===== src/qlt_pkg.sv =====
`default_nettype none

package qlt_pkg;

  // Default buffer depth and separator after reset
  localparam int        MAX_LEN_DEF = 64;
  localparam logic [7:0] SEP_RESET  = 8'd44;

  // Character codes
  localparam logic [7:0] CH_SPACE  = 8'h20;
  localparam logic [7:0] CH_TAB    = 8'h09;
  localparam logic [7:0] CH_NL     = 8'h0A;
  localparam logic [7:0] CH_SQUOTE = 8'h27;
  localparam logic [7:0] CH_DQUOTE = 8'h22;
  localparam logic [7:0] CH_BSLASH = 8'h5C;
  localparam logic [7:0] CH_LPAREN = 8'h28;
  localparam logic [7:0] CH_RPAREN = 8'h29;
  localparam logic [7:0] CH_LBRACK = 8'h5B;
  localparam logic [7:0] CH_RBRACK = 8'h5D;
  localparam logic [7:0] CH_LBRACE = 8'h7B;
  localparam logic [7:0] CH_RBRACE = 8'h7D;

  // Sequencer states
  typedef enum logic [3:0] {
    ST_LOAD,
    ST_START,
    ST_SKIP_RD,
    ST_SKIP_EV,
    ST_Q_RD,
    ST_Q_EV,
    ST_U_RD,
    ST_U_EV,
    ST_E_RD,
    ST_E_EV,
    ST_FLUSH
  } state_t;

  // Commands from controller to datapath
  typedef struct packed {
    logic store;     // write input byte into buffer
    logic clr;       // drop partly loaded string
    logic start;     // strip outer brackets, set scan bounds
    logic rd_i;      // read buffer at scan index
    logic rd_j;      // read buffer at probe index
    logic i_inc;     // advance scan index by one
    logic q_begin;   // open quoted token
    logic u_begin;   // open unquoted token
    logic j_inc1;    // advance probe by one
    logic j_inc2;    // advance probe past escaped byte
    logic t1_upd;    // move trimmed end behind probe
    logic emit_q;    // set bounds of a closed quoted token
    logic i_next;    // continue scan behind the probe
    logic push;      // hand one result item to the output
    logic push_has;  // pushed item carries the read byte
    logic push_end;  // pushed item closes a token
    logic flush;     // release final item of the string
  } cmd_t;

  // Status from datapath to controller
  typedef struct packed {
    logic i_lt_e;
    logic j_lt_e;
    logic c_blank;
    logic c_sep;
    logic c_quote;
    logic c_eq_qc;
    logic c_bslash;
    logic j_eq_i1;
    logic k_last;
    logic push_ok;
    logic flush_ok;
  } stat_t;

endpackage

`default_nettype wire


===== src/qlt_ctrl.sv =====
`default_nettype none

module qlt_ctrl (
  input  wire logic          clk,
  input  wire logic          rst_n,
  input  wire logic          in_tvalid,
  input  wire logic          in_tlast,
  input  wire logic          in_tuser,
  output logic               in_tready,
  input  wire qlt_pkg::stat_t stat,
  output qlt_pkg::cmd_t      cmd
);
  import qlt_pkg::*;

  state_t state_r, state_nxt;

  // State register
  always_ff @(posedge clk) begin
    if (!rst_n) begin
      state_r <= ST_LOAD;
    end else begin
      state_r <= state_nxt;
    end
  end

  // Next state and commands
  always_comb begin
    state_nxt = state_r;
    cmd       = '0;
    in_tready = 1'b0;
    case (state_r)
      ST_LOAD: begin
        in_tready = 1'b1;
        if (in_tvalid) begin
          if (in_tuser) begin
            cmd.clr   = 1'b1;
            state_nxt = ST_FLUSH;
          end else begin
            cmd.store = 1'b1;
            if (in_tlast) state_nxt = ST_START;
          end
        end
      end
      ST_START: begin
        cmd.start = 1'b1;
        state_nxt = ST_SKIP_RD;
      end
      ST_SKIP_RD: begin
        if (stat.i_lt_e) begin
          cmd.rd_i  = 1'b1;
          state_nxt = ST_SKIP_EV;
        end else begin
          state_nxt = ST_FLUSH;
        end
      end
      ST_SKIP_EV: begin
        // skip blanks and separators, then pick token kind
        if (stat.c_blank || stat.c_sep) begin
          cmd.i_inc = 1'b1;
          state_nxt = ST_SKIP_RD;
        end else if (stat.c_quote) begin
          cmd.q_begin = 1'b1;
          state_nxt   = ST_Q_RD;
        end else begin
          cmd.u_begin = 1'b1;
          state_nxt   = ST_U_RD;
        end
      end
      ST_Q_RD: begin
        if (stat.j_lt_e) begin
          cmd.rd_j  = 1'b1;
          state_nxt = ST_Q_EV;
        end else begin
          // quote never closed: rescan as unquoted
          cmd.u_begin = 1'b1;
          state_nxt   = ST_U_RD;
        end
      end
      ST_Q_EV: begin
        if (stat.c_eq_qc) begin
          if (stat.j_eq_i1) begin
            // empty quoted token: one byte-less item
            if (stat.push_ok) begin
              cmd.push     = 1'b1;
              cmd.push_end = 1'b1;
              cmd.i_next   = 1'b1;
              state_nxt    = ST_SKIP_RD;
            end
          end else begin
            cmd.emit_q = 1'b1;
            state_nxt  = ST_E_RD;
          end
        end else if (stat.c_bslash) begin
          cmd.j_inc2 = 1'b1;
          state_nxt  = ST_Q_RD;
        end else begin
          cmd.j_inc1 = 1'b1;
          state_nxt  = ST_Q_RD;
        end
      end
      ST_U_RD: begin
        if (stat.j_lt_e) begin
          cmd.rd_j  = 1'b1;
          state_nxt = ST_U_EV;
        end else begin
          state_nxt = ST_E_RD;
        end
      end
      ST_U_EV: begin
        if (stat.c_sep) begin
          state_nxt = ST_E_RD;
        end else begin
          cmd.j_inc1 = 1'b1;
          cmd.t1_upd = !stat.c_blank;
          state_nxt  = ST_U_RD;
        end
      end
      ST_E_RD: begin
        cmd.rd_i  = 1'b1;
        state_nxt = ST_E_EV;
      end
      ST_E_EV: begin
        // emit one token byte, hold while the output is full
        if (stat.push_ok) begin
          cmd.push     = 1'b1;
          cmd.push_has = 1'b1;
          cmd.push_end = stat.k_last;
          if (stat.k_last) begin
            cmd.i_next = 1'b1;
            state_nxt  = ST_SKIP_RD;
          end else begin
            cmd.i_inc = 1'b1;
            state_nxt = ST_E_RD;
          end
        end
      end
      ST_FLUSH: begin
        if (stat.flush_ok) begin
          cmd.flush = 1'b1;
          state_nxt = ST_LOAD;
        end
      end
      default: begin
        state_nxt = ST_LOAD;
      end
    endcase
  end

endmodule

`default_nettype wire


===== src/qlt_dp.sv =====
`default_nettype none

module qlt_dp #(
  parameter int MAX_LEN = qlt_pkg::MAX_LEN_DEF
) (
  input  wire logic          clk,
  input  wire logic          rst_n,
  input  wire logic          cfg_wr_en,
  input  wire logic [7:0]    cfg_wr_data,
  input  wire logic [7:0]    in_byte,
  input  wire qlt_pkg::cmd_t cmd,
  output qlt_pkg::stat_t     stat,
  input  wire logic          out_tready,
  output logic               out_tvalid,
  output logic [7:0]         out_byte,
  output logic               out_has,
  output logic               out_end,
  output logic               out_last,
  output logic               out_ov
);
  import qlt_pkg::*;

  localparam int AW = $clog2(MAX_LEN);
  localparam int CW = $clog2(MAX_LEN + 2);
  localparam logic [CW-1:0] ONE = CW'(1);
  localparam logic [CW-1:0] TWO = CW'(2);
  localparam logic [CW-1:0] LEN = CW'(MAX_LEN);

  logic [7:0]    mem [MAX_LEN];
  logic [7:0]    rdata_r;
  logic [7:0]    sep_r;
  logic [CW-1:0] fill_r;
  logic          ov_r;
  logic [7:0]    first_r, lastb_r;
  logic [CW-1:0] i_r, j_r, b_r, e_r;
  logic [7:0]    qc_r;
  logic          pend_v_r;
  logic [7:0]    pend_byte_r;
  logic          pend_has_r, pend_end_r;
  logic          out_valid_r;
  logic [7:0]    out_byte_r;
  logic          out_has_r, out_end_r, out_last_r, out_ov_r;

  logic          out_free;
  logic          strip;
  logic [AW-1:0] rd_addr;

  // Separator register
  always_ff @(posedge clk) begin
    if (!rst_n) begin
      sep_r <= SEP_RESET;
    end else if (cfg_wr_en) begin
      sep_r <= cfg_wr_data;
    end
  end

  // Buffer write and registered read
  assign rd_addr = cmd.rd_j ? j_r[AW-1:0] : i_r[AW-1:0];

  always_ff @(posedge clk) begin
    if (cmd.store && (fill_r < LEN)) begin
      mem[fill_r[AW-1:0]] <= in_byte;
    end
    if (cmd.rd_i || cmd.rd_j) begin
      rdata_r <= mem[rd_addr];
    end
  end

  // Fill count and overflow flag
  always_ff @(posedge clk) begin
    if (!rst_n) begin
      fill_r <= '0;
      ov_r   <= 1'b0;
    end else if (cmd.clr || (cmd.flush && out_free)) begin
      fill_r <= '0;
      ov_r   <= 1'b0;
    end else if (cmd.store) begin
      if (fill_r < LEN) begin
        fill_r <= fill_r + ONE;
      end else begin
        ov_r <= 1'b1;
      end
    end
  end

  // Capture first and last stored bytes for bracket stripping
  always_ff @(posedge clk) begin
    if (cmd.store && (fill_r < LEN)) begin
      lastb_r <= in_byte;
      if (fill_r == '0) first_r <= in_byte;
    end
  end

  assign strip = ((first_r == CH_LPAREN) && (lastb_r == CH_RPAREN)) ||
                 ((first_r == CH_LBRACK) && (lastb_r == CH_RBRACK)) ||
                 ((first_r == CH_LBRACE) && (lastb_r == CH_RBRACE));

  // Scan indexes
  always_ff @(posedge clk) begin
    if (cmd.start) begin
      i_r <= strip ? ONE : '0;
      e_r <= strip ? (fill_r - ONE) : fill_r;
    end else if (cmd.i_next) begin
      i_r <= j_r + ONE;
    end else if (cmd.i_inc || cmd.emit_q) begin
      i_r <= i_r + ONE;
    end

    if (cmd.q_begin || cmd.u_begin) begin
      j_r <= i_r + ONE;
    end else if (cmd.j_inc2) begin
      j_r <= j_r + TWO;
    end else if (cmd.j_inc1) begin
      j_r <= j_r + ONE;
    end

    if (cmd.u_begin) begin
      b_r <= i_r + ONE;
    end else if (cmd.emit_q) begin
      b_r <= j_r;
    end else if (cmd.t1_upd) begin
      b_r <= j_r + ONE;
    end

    if (cmd.q_begin) begin
      qc_r <= rdata_r;
    end
  end

  // Status toward the controller
  assign out_free = !out_valid_r || out_tready;

  always_comb begin
    stat          = '0;
    stat.i_lt_e   = (i_r < e_r);
    stat.j_lt_e   = (j_r < e_r);
    stat.c_blank  = (rdata_r == CH_SPACE) || (rdata_r == CH_TAB) || (rdata_r == CH_NL);
    stat.c_sep    = (rdata_r == sep_r);
    stat.c_quote  = (rdata_r == CH_SQUOTE) || (rdata_r == CH_DQUOTE);
    stat.c_eq_qc  = (rdata_r == qc_r);
    stat.c_bslash = (rdata_r == CH_BSLASH);
    stat.j_eq_i1  = (j_r == (i_r + ONE));
    stat.k_last   = ((i_r + ONE) == b_r);
    stat.push_ok  = !pend_v_r || out_free;
    stat.flush_ok = out_free;
  end

  // One item of lookahead so the final item can carry last
  always_ff @(posedge clk) begin
    if (!rst_n) begin
      pend_v_r <= 1'b0;
    end else if (cmd.flush && out_free) begin
      pend_v_r <= 1'b0;
    end else if (cmd.push && stat.push_ok) begin
      pend_v_r <= 1'b1;
    end
  end

  always_ff @(posedge clk) begin
    if (cmd.push && stat.push_ok) begin
      pend_byte_r <= cmd.push_has ? rdata_r : 8'd0;
      pend_has_r  <= cmd.push_has;
      pend_end_r  <= cmd.push_end;
    end
  end

  // Output register
  always_ff @(posedge clk) begin
    if (!rst_n) begin
      out_valid_r <= 1'b0;
    end else if ((cmd.flush && out_free) || (cmd.push && pend_v_r && out_free)) begin
      out_valid_r <= 1'b1;
    end else if (out_tready) begin
      out_valid_r <= 1'b0;
    end
  end

  always_ff @(posedge clk) begin
    if (cmd.flush && out_free) begin
      out_byte_r <= pend_v_r ? pend_byte_r : 8'd0;
      out_has_r  <= pend_v_r && pend_has_r;
      out_end_r  <= pend_v_r && pend_end_r;
      out_last_r <= 1'b1;
      out_ov_r   <= ov_r;
    end else if (cmd.push && pend_v_r && out_free) begin
      out_byte_r <= pend_byte_r;
      out_has_r  <= pend_has_r;
      out_end_r  <= pend_end_r;
      out_last_r <= 1'b0;
      out_ov_r   <= ov_r;
    end
  end

  assign out_tvalid = out_valid_r;
  assign out_byte   = out_byte_r;
  assign out_has    = out_has_r;
  assign out_end    = out_end_r;
  assign out_last   = out_last_r;
  assign out_ov     = out_ov_r;

  // Checks
  a_fill_bound: assert property (@(posedge clk) disable iff (!rst_n)
    fill_r <= LEN)
    else $error("fill count beyond buffer depth");

  a_push_room: assert property (@(posedge clk) disable iff (!rst_n)
    cmd.push |-> (!pend_v_r || out_free))
    else $error("push with lookahead and output both full");

  a_read_i: assert property (@(posedge clk) disable iff (!rst_n)
    cmd.rd_i |-> (i_r < fill_r))
    else $error("read at scan index beyond loaded bytes");

  a_read_j: assert property (@(posedge clk) disable iff (!rst_n)
    cmd.rd_j |-> (j_r < fill_r))
    else $error("read at probe index beyond loaded bytes");

  a_flush_clears: assert property (@(posedge clk) disable iff (!rst_n)
    (cmd.flush && out_free) |=> (!pend_v_r && (fill_r == '0) && out_valid_r && out_last_r))
    else $error("flush left state behind");

endmodule

`default_nettype wire


===== src/quoted_list_tokenizer.sv =====
`default_nettype none

// Quoted list tokenizer.
// Input channel in_*: one string byte per item in in_tdata; in_tlast marks the
// final byte, in_tuser marks an empty string (no byte, one end marker out).
// Output channel out_*: one item per token byte, or a byte-less item for an
// empty quoted token or for a string with no tokens. out_tlast flags the
// final item of the string; out_tuser carries has_byte, token_end, overflow.
// cfg_wr_en/cfg_wr_data write the separator byte (comma after reset).
// in_tready is high only while loading, and each byte offered then is taken.
// After the final byte the buffer is scanned through its single read port,
// each read issued in a read state and evaluated in an evaluate state: each
// byte within the scan bounds is read at most once while scanning (a byte
// behind a backslash in a quoted token is skipped), the bytes of an unclosed
// quoted token once more when they are rescanned as unquoted, and token bytes
// once more while emitting. A scan starts with a setup step, ends when the scan
// index reaches the end of the bounds, and then releases the final item.
// Bytes past MAX_LEN are dropped and flag overflow on every item.
// Reset clears the load count, the overflow flag and the output; the
// separator returns to comma. A stalled receiver holds the output register
// and, once the one-item lookahead is also full, stops the scan in place.
module quoted_list_tokenizer #(
  parameter int MAX_LEN = qlt_pkg::MAX_LEN_DEF
) (
  input  wire logic       clk,
  input  wire logic       rst_n,
  input  wire logic       cfg_wr_en,
  input  wire logic [7:0] cfg_wr_data,
  input  wire logic       in_tvalid,
  output logic            in_tready,
  input  wire logic [7:0] in_tdata,    // [7:0] char_byte
  input  wire logic       in_tlast,    // last_byte
  input  wire logic       in_tuser,    // [0] empty_string
  output logic            out_tvalid,
  input  wire logic       out_tready,
  output logic [7:0]      out_tdata,   // [7:0] token_byte
  output logic            out_tlast,   // last
  output logic [2:0]      out_tuser    // [0] has_byte, [1] token_end, [2] overflow
);
  import qlt_pkg::*;

  cmd_t  cmd;
  stat_t stat;
  logic  o_has, o_end, o_ov;

  qlt_ctrl u_ctrl (
    .clk       (clk),
    .rst_n     (rst_n),
    .in_tvalid (in_tvalid),
    .in_tlast  (in_tlast),
    .in_tuser  (in_tuser),
    .in_tready (in_tready),
    .stat      (stat),
    .cmd       (cmd)
  );

  qlt_dp #(
    .MAX_LEN (MAX_LEN)
  ) u_dp (
    .clk         (clk),
    .rst_n       (rst_n),
    .cfg_wr_en   (cfg_wr_en),
    .cfg_wr_data (cfg_wr_data),
    .in_byte     (in_tdata),
    .cmd         (cmd),
    .stat        (stat),
    .out_tready  (out_tready),
    .out_tvalid  (out_tvalid),
    .out_byte    (out_tdata),
    .out_has     (o_has),
    .out_end     (o_end),
    .out_last    (out_tlast),
    .out_ov      (o_ov)
  );

  assign out_tuser = {o_ov, o_end, o_has};

endmodule

`default_nettype wire


===== config.mk =====
export PLATFORM = sky130hd
export DESIGN_NAME = quoted_list_tokenizer
export DESIGN_NICKNAME = d
export VERILOG_FILES = /design/src/qlt_pkg.sv /design/src/qlt_ctrl.sv /design/src/qlt_dp.sv /design/src/quoted_list_tokenizer.sv
export SDC_FILE = /design/constraint.sdc
export NUM_CORES = 1
export LEC_CHECK = 0
export BUFFER_PORTS_ARGS = -buffer_cell sky130_fd_sc_hd__buf_2
export CAP_MARGIN = 15
export CELL_PAD_IN_SITES_DETAIL_PLACEMENT = 0
export CELL_PAD_IN_SITES_GLOBAL_PLACEMENT = 1
export CORE_MARGIN = 8
export CORE_UTILIZATION = 52
export CTS_CLUSTER_SIZE = 20
export DETAILED_ROUTE_END_ITERATION = 10
export GPL_ROUTABILITY_DRIVEN = 0
export PLACE_DENSITY = 0.83
export SKIP_CTS_REPAIR_TIMING = 1
export SYNTH_ARGS = -nofsm -noshare
export SYNTH_HDL_FRONTEND = slang
export SYNTH_HIERARCHICAL = 1
export SYNTH_SLANG_ARGS = --single-unit

===== constraint.sdc =====
create_clock -name clk -period 5 [get_ports clk]
set_input_delay 1 -clock clk [delete_from_list [all_inputs] [get_ports clk]]
set_output_delay 1 -clock clk [all_outputs]
set_load 0.05 [all_outputs]

After elaboration in Yosys (flattened, before gate mapping)
Memory sizes are Yosys's and may differ from the RTL's. A register that Yosys moved wholly into a read port is not among the register bits.
Cells that the tools add are included.

word-level totals
  memory bits (writable) = 512
  word-level logic and storage cells = 187
  memories = 1
  flip-flop bits (word level) = 96

memories
  name      depth  width  rd ports  clocked after memory_dff  wr ports  RTL line      RTL
  u_dp.mem  64     8      1         1                         1         qlt_dp.sv:29  logic [7:0] mem [MAX_LEN];

cells by class
  reduce and logical (&&, ||, !) cells = 40
  bitwise logic cells = 2
  add/subtract/negate cells = 5
  equality and inequality tests = 31
  order comparisons = 3
  muxes and demuxes = 84

operators by type and width
  cell                                                 count
  2-to-1 mux 7 bit                                     10
  2-to-1 mux 4 bit                                     13
  case mux 4 bit (11 select lines)                     1
  equality test 8 x 6 -> 1 bit, second input constant  5
  equality test 8 x 7 -> 1 bit, second input constant  5
  2-to-1 mux 1 bit                                     40
  2-to-1 mux 8 bit                                     3
  adder 7 x 1 -> 7 bit, second input constant          3
  equality test 4 x 3 -> 1 bit, second input constant  4
  equality test 8 x 4 -> 1 bit, second input constant  2
  equality test 8 bit                                  2
  2-to-1 mux 2 bit                                     8
  equality test 7 bit                                  2
  less-than comparator 7 bit                           2
  logical OR 1 bit                                     13
  equality test 4 bit, second input constant           3
  logical AND 1 bit                                    10
  case mux 1 bit (2 select lines)                      5
  nonzero test 3 bit                                   3
  equality test 4 x 2 -> 1 bit, second input constant  2
  adder 7 x 2 -> 7 bit, second input constant          1
  zero test 7 bit                                      1
  less-than comparator 7 bit, second input constant    1
  subtractor 7 x 1 -> 7 bit, second input constant     1
  other kinds (15)                                     25

Depth between registers and ports, before layout
Gate-level depths: netlist (run 1).

  depth in word-level cells = 11
  gate-level depth with buffers = 22
  gate-level depth less buffers = 17

Modules after synthesis
The synthesis (run 1) kept the hierarchy.

by module, submodules not included
  module                 area an instance (um^2)  times used  cells an instance
  qlt_dp                 28676.3                  1           2439
  qlt_ctrl               630.6                    1           97
  quoted_list_tokenizer  22.5                     1           3

Worst setup path after synthesis (run 1)
OpenSTA, ideal clock, no wires.

  path kind = register to register
  start = register u_dp.j_r[0]
  end = register u_dp.rdata_r[0], read port of u_dp.mem (data pin)
  cell stages (with the launch flop) = 19
  setup time = 0.255 ns
  required time = 4.745 ns
  arrival time = 3.554 ns
  slack = 1.191 ns
  clock period less this slack = 3.809 ns
  cell sequence = edfxtp_1 -> clkbuf_1 -> nand2b_1 -> a21o_1 -> a21o_1 -> a21o_1 -> a21oi_1 -> nor2_1 -> a211oi_1 -> nand2b_1 -> nor2_1 -> buf_6 -> buf_2 -> mux2_2 -> nor3_1 -> o21ai_0 -> nand4_1 -> nor2_1 -> and3_1

RTL lines
  item                    RTL line       RTL
  from (decl)             qlt_dp.sv:35   logic [CW-1:0] i_r, j_r, b_r, e_r;
  from (signal assigned)  qlt_dp.sv:110  j_r <= i_r + ONE;
  from (signal assigned)  qlt_dp.sv:112  j_r <= j_r + TWO;
  from (signal assigned)  qlt_dp.sv:114  j_r <= j_r + ONE;
  to (decl)               qlt_dp.sv:30   logic [7:0] rdata_r;

==> flow_summary.yaml, run 1 <==
timing:
  drv_slew: 0
  fin_ws_ns: 0.284
  hold_violations: 0
  slew_headroom: 0.252
  worstMarginPinSlew_ns: 1.12
  finalCritPeriodShare: 0.943
  rsz0062_at_grt: "false"
  finalSetupViolations: 0
  fin_tns_setup_ns: 0
  fin_crit_ns: 4.72
  skew_ns: 0.0250
  fmax_mhz: 212
  hold_ws_ns: 0.462
worst_setup_path:
  start_kind: "flop"
  worstPathArrival_ns: 5.07
  critPathBufInv: 1
  worst_ep_required_time_ns: 5.36
  critical_path_class: "reg2reg"
  critPathMaxStageDelay_ns: 0.56
  critPathSlowestCell: "nor2_1"
  cp_top_family: "simple AND/OR/NAND/NOR gates"
  end_kind: "flop"
  path_cells: "ha_1 -> a21o_1 -> a21o_1 -> a21o_1 -> a21oi_1 -> nor2_1 -> a211oi_1 -> nand2b_1 -> nor2_4 -> buf_4 -> mux2i_1 -> nand2_1 -> nor2_1 -> o21ai_0 -> nand4_1 -> nor2_1 -> and3_1"
  crit_fanout: 10
floorplanning:
  fp-row-count: 87
  start_util: 0.523
  ios: 37
  coreArea_um2: 56100
  die_w_um: 253
  die_y_um: 253
  dieArea_um2: 64300
placed_design:
  port_buffers: 36
  dpl.hpwl_um: 49000
  dpl_worst_slack_ns: 0.166
global_route:
  antenna_found_initial: 1
  grt_pass1_wl_um: 120000
  grtUsageTotal: 0.241
  grt_max_degree: 178
  grt-ovfl-total: 0
  grt_pass1_vias: 20300
clocking:
  clkSlewWorstSetupHoldPaths_ns: 0.06
  root_buffer: "clkbuf_16"
  cts_tree: "built"
  htreeDepth: 3
  clk_latency_ns: 0.61
  clkSinkCount: 616
  cts_buffers: 66
  clockBufferDepth: 3
logic_synthesis:
  yosysUniqueCellTypes: 65
  syn_inst: 2539
  async_flop_share: 0
  netlist_top_cells_area: "edfxtp_1 61%, nand2b_1 7.3%, a21oi_1 6.0%"
  syn_area_um2: 29300
  synthFlopType: "edfxtp_1"
  ys_ff_latch: 616
  synth_area_per_cell_um2: 11.6
  yosysTopAreaCell: "edfxtp_1"
  yosysWarnings: 6
  synth-edff-count: 593
  synth_fp_nets: 2580
  yosysTopAreaCellShare: 0.607
  yosysSeqAreaShare: 0.623
finish:
  nFillCells: 4488
  drive_gt1_frac: 0.0892
  layout.nets: 2576
  area_growth_pct: 10.2
  num_antenna_cells: 0
status:
  status: "completed"
power_and_ir_drop:
  pwr_density_cell_nw_per_um2: 458
  vdd_drop_max_mv: 0.316
  p_total_uw: 14800
  power.leakage_uw: 0.0104
flow_run:
  max-cap-violations: 0
detailed_routing:
  drt_iter0_drc: 2294
  postRouteAntennaNets: 0
  drtPass1Iterations: 7
  wl_per_cell_um: 23.7
  finalWirelength_um: 78900
  drc: 0
  num_vias: 21100
  viasPerCell: 6.34
hold_path:
  hold_class: "reg2reg"
[synthesized netlist by cell type, types with 5 or more instances]
master / n
edfxtp_1: 593
a21oi_1: 354
nand2b_1: 342
nor2_1: 193
a22oi_1: 164
o22ai_1: 110
clkbuf_1: 99
o21ai_0: 93
nor3_1: 84
nand2_1: 61
buf_2: 48
xnor2_1: 45
nand4_1: 27
and2_1: 23
dfxtp_1: 23
inv_1: 23
nand3_1: 21
ha_1: 18
or4_1: 18
buf_1: 17
xor2_1: 17
mux2i_1: 16
nor2b_1: 13
and3_1: 12
a21oi_2: 11
o31ai_1: 10
buf_4: 9
a21o_1: 8
nand3b_1: 8
nor3b_1: 7
a211oi_1: 6
buf_6: 6
nor4_1: 6
a31oi_1: 5
[final timing paths]
path | end | from | slack [ns] | cells after the start
max | u_dp/rdata_r[0] | u_dp/j_r[1] | 0.28 | 17
min | u_dp/out_last | u_dp/out_last | 0.46 | 2
max reg2reg | u_dp/rdata_r[0] | u_dp/j_r[1] | 0.28 | 17
min reg2reg | u_dp/out_last | u_dp/out_last | 0.46 | 2
[layer usage]
layer | track usage | vias to the layer above | wire length (um)
met3 | 0.0370 | 142 | 6890
met2 | 0.385 | 1014 | 37000
met5 | 0 | - | 0
li1 | - | 9497 | -
met4 | 0.0853 | 0 | 2230
met1 | 0.335 | 10500 | 32800
[cell type report]
cell class                 instances  area [um^2]  share of cell area
clock buffer                      89         1800              0.0557
sequential                       616        18300               0.565
multi-input combinational       1718        10200               0.315
tap                              756          946              0.0293
timing repair buffer             108          815              0.0252
clock inverter                    23          203             0.00627
inverter                          25         95.1             0.00294
[metrics by stage]
step                instance area [um^2]  std cells  utilization
CTS                                32300       3333        0.576
floorplan                          29300       2539            -
finish                             32300       3335        0.577
detailed placement                 30300       3221        0.540
global route                       32300       3335        0.577
global placement                   30300       3221        0.540
[flip-flops by register name, summed over array words and instances, names as in the netlist, 4 cells and up]
register	count
u_dp/b_r	7
u_dp/qc_r	8
u_dp/e_r	7
u_dp/lastb_r	8
u_dp/mem	512
u_ctrl/state_r	4
u_dp/fill_r	7
u_dp/first_r	8
u_dp/rdata_r	8
u_dp/out_byte	8
u_dp/sep_r	8
u_dp/i_r	7
u_dp/pend_byte_r	8
u_dp/j_r	7
[report_power, final]
group / internal (uW) / total [uW] / switching, uW
clock network: 2630 / 4600 / 1960
registers: 5890 / 6150 / 256
logic: 1490 / 4060 / 2580
total: 10000 / 14800 / 4790
[worst reg2reg max path, cell delays in order, from the launching register on]
cell	delay, ns
edfxtp_1	0.40
ha_1	0.32
a21o_1	0.16
a21o_1	0.17
a21o_1	0.17
a21oi_1	0.17
nor2_1	0.07
a211oi_1	0.28
nand2b_1	0.16
nor2_4	0.30
buf_4	0.22
mux2i_1	0.40
nand2_1	0.14
nor2_1	0.56
o21ai_0	0.31
nand4_1	0.29
nor2_1	0.17
and3_1	0.19
[cells by family (layout without fill, tap and decap cells)]
logic type	Yosys count	count (layout)	share of synthesized area
and+or+nand+nor	840	840	0.156
AOI/OAI and AO/OA	780	780	0.157
DFF	616	616	0.623
buffers and inverters	205	245	0.0314
xor gates and xnor gates	62	62	0.0185
adders and majority gates	18	18	0.00768
muxes	18	18	0.00623
[layout by cell type (no fill, tap or decap), types with 8 or more instances in the layout]
| cell | n |
|---|---|
| edfxtp_1 | 593 |
| a21oi_1 | 354 |
| nand2b_1 | 341 |
| nor2_1 | 192 |
| a22oi_1 | 164 |
| o22ai_1 | 110 |
| o21ai_0 | 93 |
| nor3_1 | 83 |
| clkbuf_16 | 68 |
| buf_4 | 64 |
| nand2_1 | 61 |
| xnor2_1 | 45 |
| buf_2 | 36 |
| nand4_1 | 27 |
| dfxtp_1 | 23 |
| inv_1 | 22 |
| and2_1 | 22 |
| nand3_1 | 21 |
| clkbuf_1 | 19 |
| or4_1 | 18 |
| ha_1 | 18 |
| xor2_1 | 17 |
| mux2i_1 | 16 |
| and3_1 | 12 |
| a21oi_2 | 11 |
| nor2b_1 | 10 |
| o31ai_1 | 10 |
| clkinv_1 | 9 |
| nand3b_1 | 8 |
| a21o_1 | 8 |
Note: power is estimated with default switching activity, not from simulation.
==> inputs of run 2 (changes only) <==
CORE_UTILIZATION = 57   (was 52)
PLACE_DENSITY = 0.88   (was 0.83)
SYNTH_HIERARCHICAL = unset   (was 1)
clock period = 5.7 ns   (was 5 ns; I/O delays follow)
==> run 2 against run 1 <==
  * Clock power shrank 17%
  * Sequential share of layout area grew 7.8 points
  * Fmax shrank 5.4%
  * Clock-buffer cell count is 13 lower
  * Register-to-register slack improved by 0.43 ns
  * Worst hold slack got worse by 0.022 ns
  * First-iteration DRC count down 9.6%
  * Via count down 25%
  * Clock skew decreased by 0.0047 ns
  * Die area is 19% lower
  * Cell count decreased by 24%
  * Core utilization increased by 5.5 points
  * Critical path type unchanged
==> flow_summary.yaml, run 2 <==
power_and_ir_drop:
  power.leakage_uw: 0.00978
  pwr_density_cell_nw_per_um2: 403
  power.share.sequential: 0.471
  p_comb_frac: 0.197
  vdd_drop_max_mv: 0.269
  switching_share: 0.294
  p_clk_frac: 0.333
  power.internal_uw: 8090
  power.switching_uw: 3370
logic_synthesis:
  synth_area_per_cell_um2: 13.7
  yosysSeqAreaShare: 0.709
  synthFlopType: "edfxtp_1"
  async_flop_share: 0
  yosysUniqueCellTypes: 72
  netlist_top_cells_area: "edfxtp_1 69%, mux2i_1 5.4%, nand2_1 5.2%"
  syn_area_um2: 25800
  synth-edff-count: 593
  yosys-top-cells-count: "593 x edfxtp_1, 360 x nand2_1, 139 x mux2i_1"
  yosysTopAreaCellShare: 0.691
  synth_most_common_cell: "edfxtp_1"
  yosysWarnings: 0
  synth_fp_nets: 1916
  yosysTopAreaCell: "edfxtp_1"
  syn_inst: 1875
  ys_ff_latch: 616
detailed_routing:
  viasPerCell: 6.21
  wl_per_cell_um: 24.6
  drt_iter0_drc: 2074
  finalWirelength_um: 62700
  num_vias: 15800
  drtPass1Iterations: 5
  drc: 0
  postRouteAntennaNets: 0
global_route:
  grtUsageTotal: 0.235
  grt-ovfl-total: 0
  grt_max_degree: 97
  grt_pass1_wl_um: 94400
  grt_pass1_vias: 15400
  antenna_found_initial: 1
floorplanning:
  die_w_um: 229
  die_y_um: 229
  ios: 37
  coreArea_um2: 45000
  start_util: 0.573
  fp-row-count: 78
  dieArea_um2: 52300
timing:
  finalSetupViolations: 0
  worstMarginPinSlew_ns: 1.18
  fin_crit_ns: 4.98
  fmax_mhz: 201
  slew_headroom: 0.204
  hold_violations: 0
  drv_slew: 0
  skew_ns: 0.0203
  fin_ws_ns: 0.716
  hold_ws_ns: 0.440
  rsz0062_at_grt: "false"
  finalCritPeriodShare: 0.874
  fin_tns_setup_ns: 0
worst_setup_path:
  worstPathArrival_ns: 5.34
  critical_path_class: "reg2reg"
  crit_end: "u_dp.rdata_r[5]"
  worst_ep_required_time_ns: 6.06
  startpoint: "u_dp.j_r[2]"
  reg2reg_from: "u_dp.j_r[2]"
  crit_fanout: 54
  r2r_cells: 11
  rr_endpoint: "u_dp.rdata_r[5]"
  reg2reg_slack_ns: 0.72
  start_kind: "flop"
  end_kind: "flop"
flow_run:
  max-cap-violations: 0
status:
  status: "completed"
clocking:
  clkSlewWorstSetupHoldPaths_ns: 0.06
  cts_tree: "built"
  clockBufferDepth: 3
  clkSinkCount: 616
  clk_latency_ns: 0.63
  htreeDepth: 2
  cts_buffers: 60
  root_buffer: "clkbuf_16"
finish:
  num_antenna_cells: 0
  final_common_cell: "edfxtp_1"
  finalNonFillerCells: 2551
  final_cell_mix: "593 x edfxtp_1, 360 x nand2_1, 137 x mux2i_1"
  area_growth_pct: 10.2
  fin_util: 0.631
  nFillCells: 3238
  largest_reg_flops: 512
  layout.nets: 1946
  drive_gt1_frac: 0.0958
placed_design:
  dpl.cell_count: 2443
  dpl_worst_slack_ns: 0.887
  dpl.hpwl_um: 38800
  port_buffers: 36
hold_path:
  hold_class: "reg2reg"
[run 2: worst min path at each step]
stage / cells after the start / slack (ns) / end / startpoint
final: 0 / 0.44 / u_dp.out_ov / u_dp.ov_r
after global routing: 0 / 0.46 / u_dp.out_ov / u_dp.ov_r
after CTS: 0 / 0.44 / u_dp.out_ov / u_dp.ov_r
after detailed placement: 0 / 0.43 / u_dp.out_ov / u_dp.ov_r
after global placement: 0 / 0.42 / u_dp.out_ov / u_dp.ov_r
after floorplan: 0 / 0.41 / u_dp.out_ov / u_dp.ov_r
[run 2: final cells by class]
| type | count | area (um^2) | share of cell area |
|---|---|---|---|
| Timing Repair Buffer | 69 | 440 | 0.0155 |
| Clock inverter | 32 | 314 | 0.0111 |
| Sequential cell | 616 | 18300 | 0.643 |
| Multi-Input combinational cell | 1141 | 7010 | 0.247 |
| Tap cell | 600 | 751 | 0.0264 |
| Inverter | 17 | 63.8 | 0.00225 |
| Clock buffer | 76 | 1560 | 0.0550 |
[run 2: layer usage]
| layer | track usage | share of wire |
|---|---|---|
| met5 | 0 | 0.00021 |
| met4 | 0.0840 | 0.035 |
| met3 | 0.0463 | 0.089 |
| met2 | 0.382 | 0.48 |
| met1 | 0.313 | 0.39 |
[run 2: cell families (layout without fill, tap and decap cells)]
logic type,Yosys count,in the layout,synth area share
DFF,616,616,0.709
adders and majority gates,18,18,0.00874
buffers and inverters,118,194,0.0217
xor gates and xnor gates,60,60,0.0223
AOI/OAI and AO/OA,240,240,0.0636
and+or+nand+nor,675,675,0.117
muxes,148,148,0.0585
[run 2: metrics by stage]
step,total power (uW),area [um^2]
6_report,11500,28400
4_1_cts,11500,28400
5_1_grt,11800,28400
2_1_floorplan,6950,25800
3_3_place_gp,7660,26500
3_5_place_dp,7710,26500
[run 2: power by group through the flow]
stage	clock network (uW)	registers, uW	logic, uW
2_1_floorplan	0	5360	1590
3_3_place_gp	0	5480	2190
3_5_place_dp	0	5480	2220
4_1_cts	3860	5390	2230
5_1_grt	4020	5410	2410
6_report	3820	5390	2250
[run 2: worst max-delay path: stages, from the launching register on]
cell      delay [ns]
edfxtp_1        0.70
ha_1            0.36
a21oi_1         0.26
o21ai_2         0.15
a21oi_4         0.41
mux2_4          0.79
buf_4           0.43
mux2i_1         0.24
o22ai_1         0.13
nor4_1          0.70
and3_1          0.37
nand4_1         0.10
==> inputs of run 3 (changes only) <==
PLACE_DENSITY = unset   (was 0.88)
PLACE_DENSITY_LB_ADDON = 0.1   (was unset)
==> run 3 against run 2 <==
  * Combinational power barely moved
  * Fmax fell by 0.24%
  * Critical path depth did not move
  * Power rose by 1.5%
  * Setup slack got worse by 0.012 ns
  * Non-clock buffer count rose by 1
  * Clock skew rose by 0.012 ns
  * Largest cell class unchanged
  * Highest routed layer is now met4
==> flow_summary.yaml, run 3 (same netlist as run 2, synthesis figures left out) <==
timing:
  worstMarginPinSlew_ns: 1.15
  finalCritPeriodShare: 0.877
  slew_headroom: 0.230
  drv_slew: 0
  finalSetupViolations: 0
  skew_ns: 0.0318
  hold_violations: 0
  fin_crit_ns: 5.00
  fmax_mhz: 200
  rsz0062_at_grt: "false"
  fin_tns_setup_ns: 0
finish:
  layout.nets: 1953
  final_common_cell: "edfxtp_1"
  largest_reg_flops: 512
  num_antenna_cells: 0
  area_growth_pct: 10.6
  drive_gt1_frac: 0.0968
  nFillCells: 3368
  final_cell_mix: "593 x edfxtp_1, 360 x nand2_1, 137 x mux2i_1"
  fin_util: 0.634
clocking:
  clk_latency_ns: 0.59
  htreeDepth: 3
  root_buffer: "clkbuf_16"
  cts_buffers: 66
  cts_tree: "built"
  clkSlewWorstSetupHoldPaths_ns: 0.06
  clockBufferDepth: 3
  clkSinkCount: 616
global_route:
  grt-ovfl-total: 0
  grt_pass1_wl_um: 94100
  grtUsageTotal: 0.238
  grt_max_degree: 106
  antenna_found_initial: 1
  grt_pass1_vias: 15100
worst_setup_path:
  end_kind: "flop"
  startpoint: "u_dp.j_r[3]"
  rr_endpoint: "u_dp.rdata_r[0]"
  crit_end: "u_dp.rdata_r[0]"
  crit_fanout: 55
  worstPathArrival_ns: 5.28
  start_kind: "flop"
  critical_path_class: "reg2reg"
  reg2reg_from: "u_dp.j_r[3]"
  worst_ep_required_time_ns: 5.99
  reg2reg_slack_ns: 0.70
  r2r_cells: 11
floorplanning:
  die_w_um: 229
  start_util: 0.573
  die_y_um: 229
  fp-row-count: 78
  ios: 37
  coreArea_um2: 45000
  dieArea_um2: 52300
detailed_routing:
  drtPass1Iterations: 5
  wl_per_cell_um: 24.8
  finalWirelength_um: 63400
  drt_iter0_drc: 1697
  highest_layer: "met4"
  drc: 0
  route.met3.wl_um: 4940
  num_vias: 15600
  postRouteAntennaNets: 0
  drt-met1-wl_um: 26000
  met2_length_um: 29900
  viasPerCell: 6.11
status:
  status: "completed"
hold_path:
  hold_class: "reg2reg"
  worstHoldPathCells: 2
power_and_ir_drop:
  vdd_drop_max_mv: 0.301
  pwr_density_cell_nw_per_um2: 408
  power.leakage_uw: 0.00982
flow_run:
  max-cap-violations: 0
placed_design:
  dpl.hpwl_um: 39400
  port_buffers: 36
## run 3: cell types whose count changed in the layout (fill, tap and decap cells not counted), sizes merged
cell,change
bufinv,-2
inv,-3
clkbuf,+9
buf,+1
clkinv,-4
## run 3: metal layers
metal	GRT usage	vias to the layer above
met2	0.375	659
met1	0.315	7701
li1	-	7099
met4	0.107	0
met3	0.0505	136
met5	0	-
## run 3: per-stage QoR
| stage | total power (uW) | worst slack (ns) | instance area [um^2] | cells | hold slack, ns |
|---|---|---|---|---|---|
| 2_1_floorplan | 6950 | 2.20 | 25800 | 1875 | 0.409 |
| 3_3_place_gp | 7700 | 0.829 | 26500 | 2442 | 0.428 |
| 3_5_place_dp | 7740 | 0.766 | 26500 | 2443 | 0.435 |
| 4_1_cts | 11700 | 0.762 | 28500 | 2551 | 0.447 |
| 5_1_grt | 12000 | 0.495 | 28500 | 2552 | 0.472 |
| 6_report | 11600 | 0.704 | 28500 | 2552 | 0.442 |
## run 3: layout make-up
class	instances	area [um^2]	area share
flip-flops and latches	616	18300	0.640
multi-input cells	1141	7010	0.246
clock buffers	85	1770	0.0619
well taps	600	751	0.0263
repair buffers	70	460	0.0161
clock inverters	23	203	0.00711
inverters	17	63.8	0.00224
## run 3: where the power goes
part	internal (uW)	switching, uW	total (uW)	leakage (uW)
logic	762	1510	2270	0.00334
registers	5170	222	5390	0.00553
clock network	2310	1660	3970	0.000954
## run 3: worst min path at each step
stage / from / end
2_1_floorplan: u_dp.ov_r / u_dp.out_ov
3_5_place_dp: u_dp.ov_r / u_dp.out_ov
5_1_grt: u_dp.ov_r / u_dp.out_ov
6_report: u_dp.out_last / u_dp.out_last
4_1_cts: u_dp.ov_r / u_dp.out_ov
3_3_place_gp: u_dp.out_last / u_dp.out_last
## run 3: critical path, cell delays in order (launching register included)
cell and delay [ns]:
edfxtp_1 0.65, ha_1 0.32, a21oi_2 0.24, o2111ai_4 0.16, a21oi_4 0.44, mux2_4 0.74
buf_4 0.46, mux2i_1 0.24, o22ai_1 0.14, nor4_1 0.75, and3_1 0.34, nand4_1 0.16
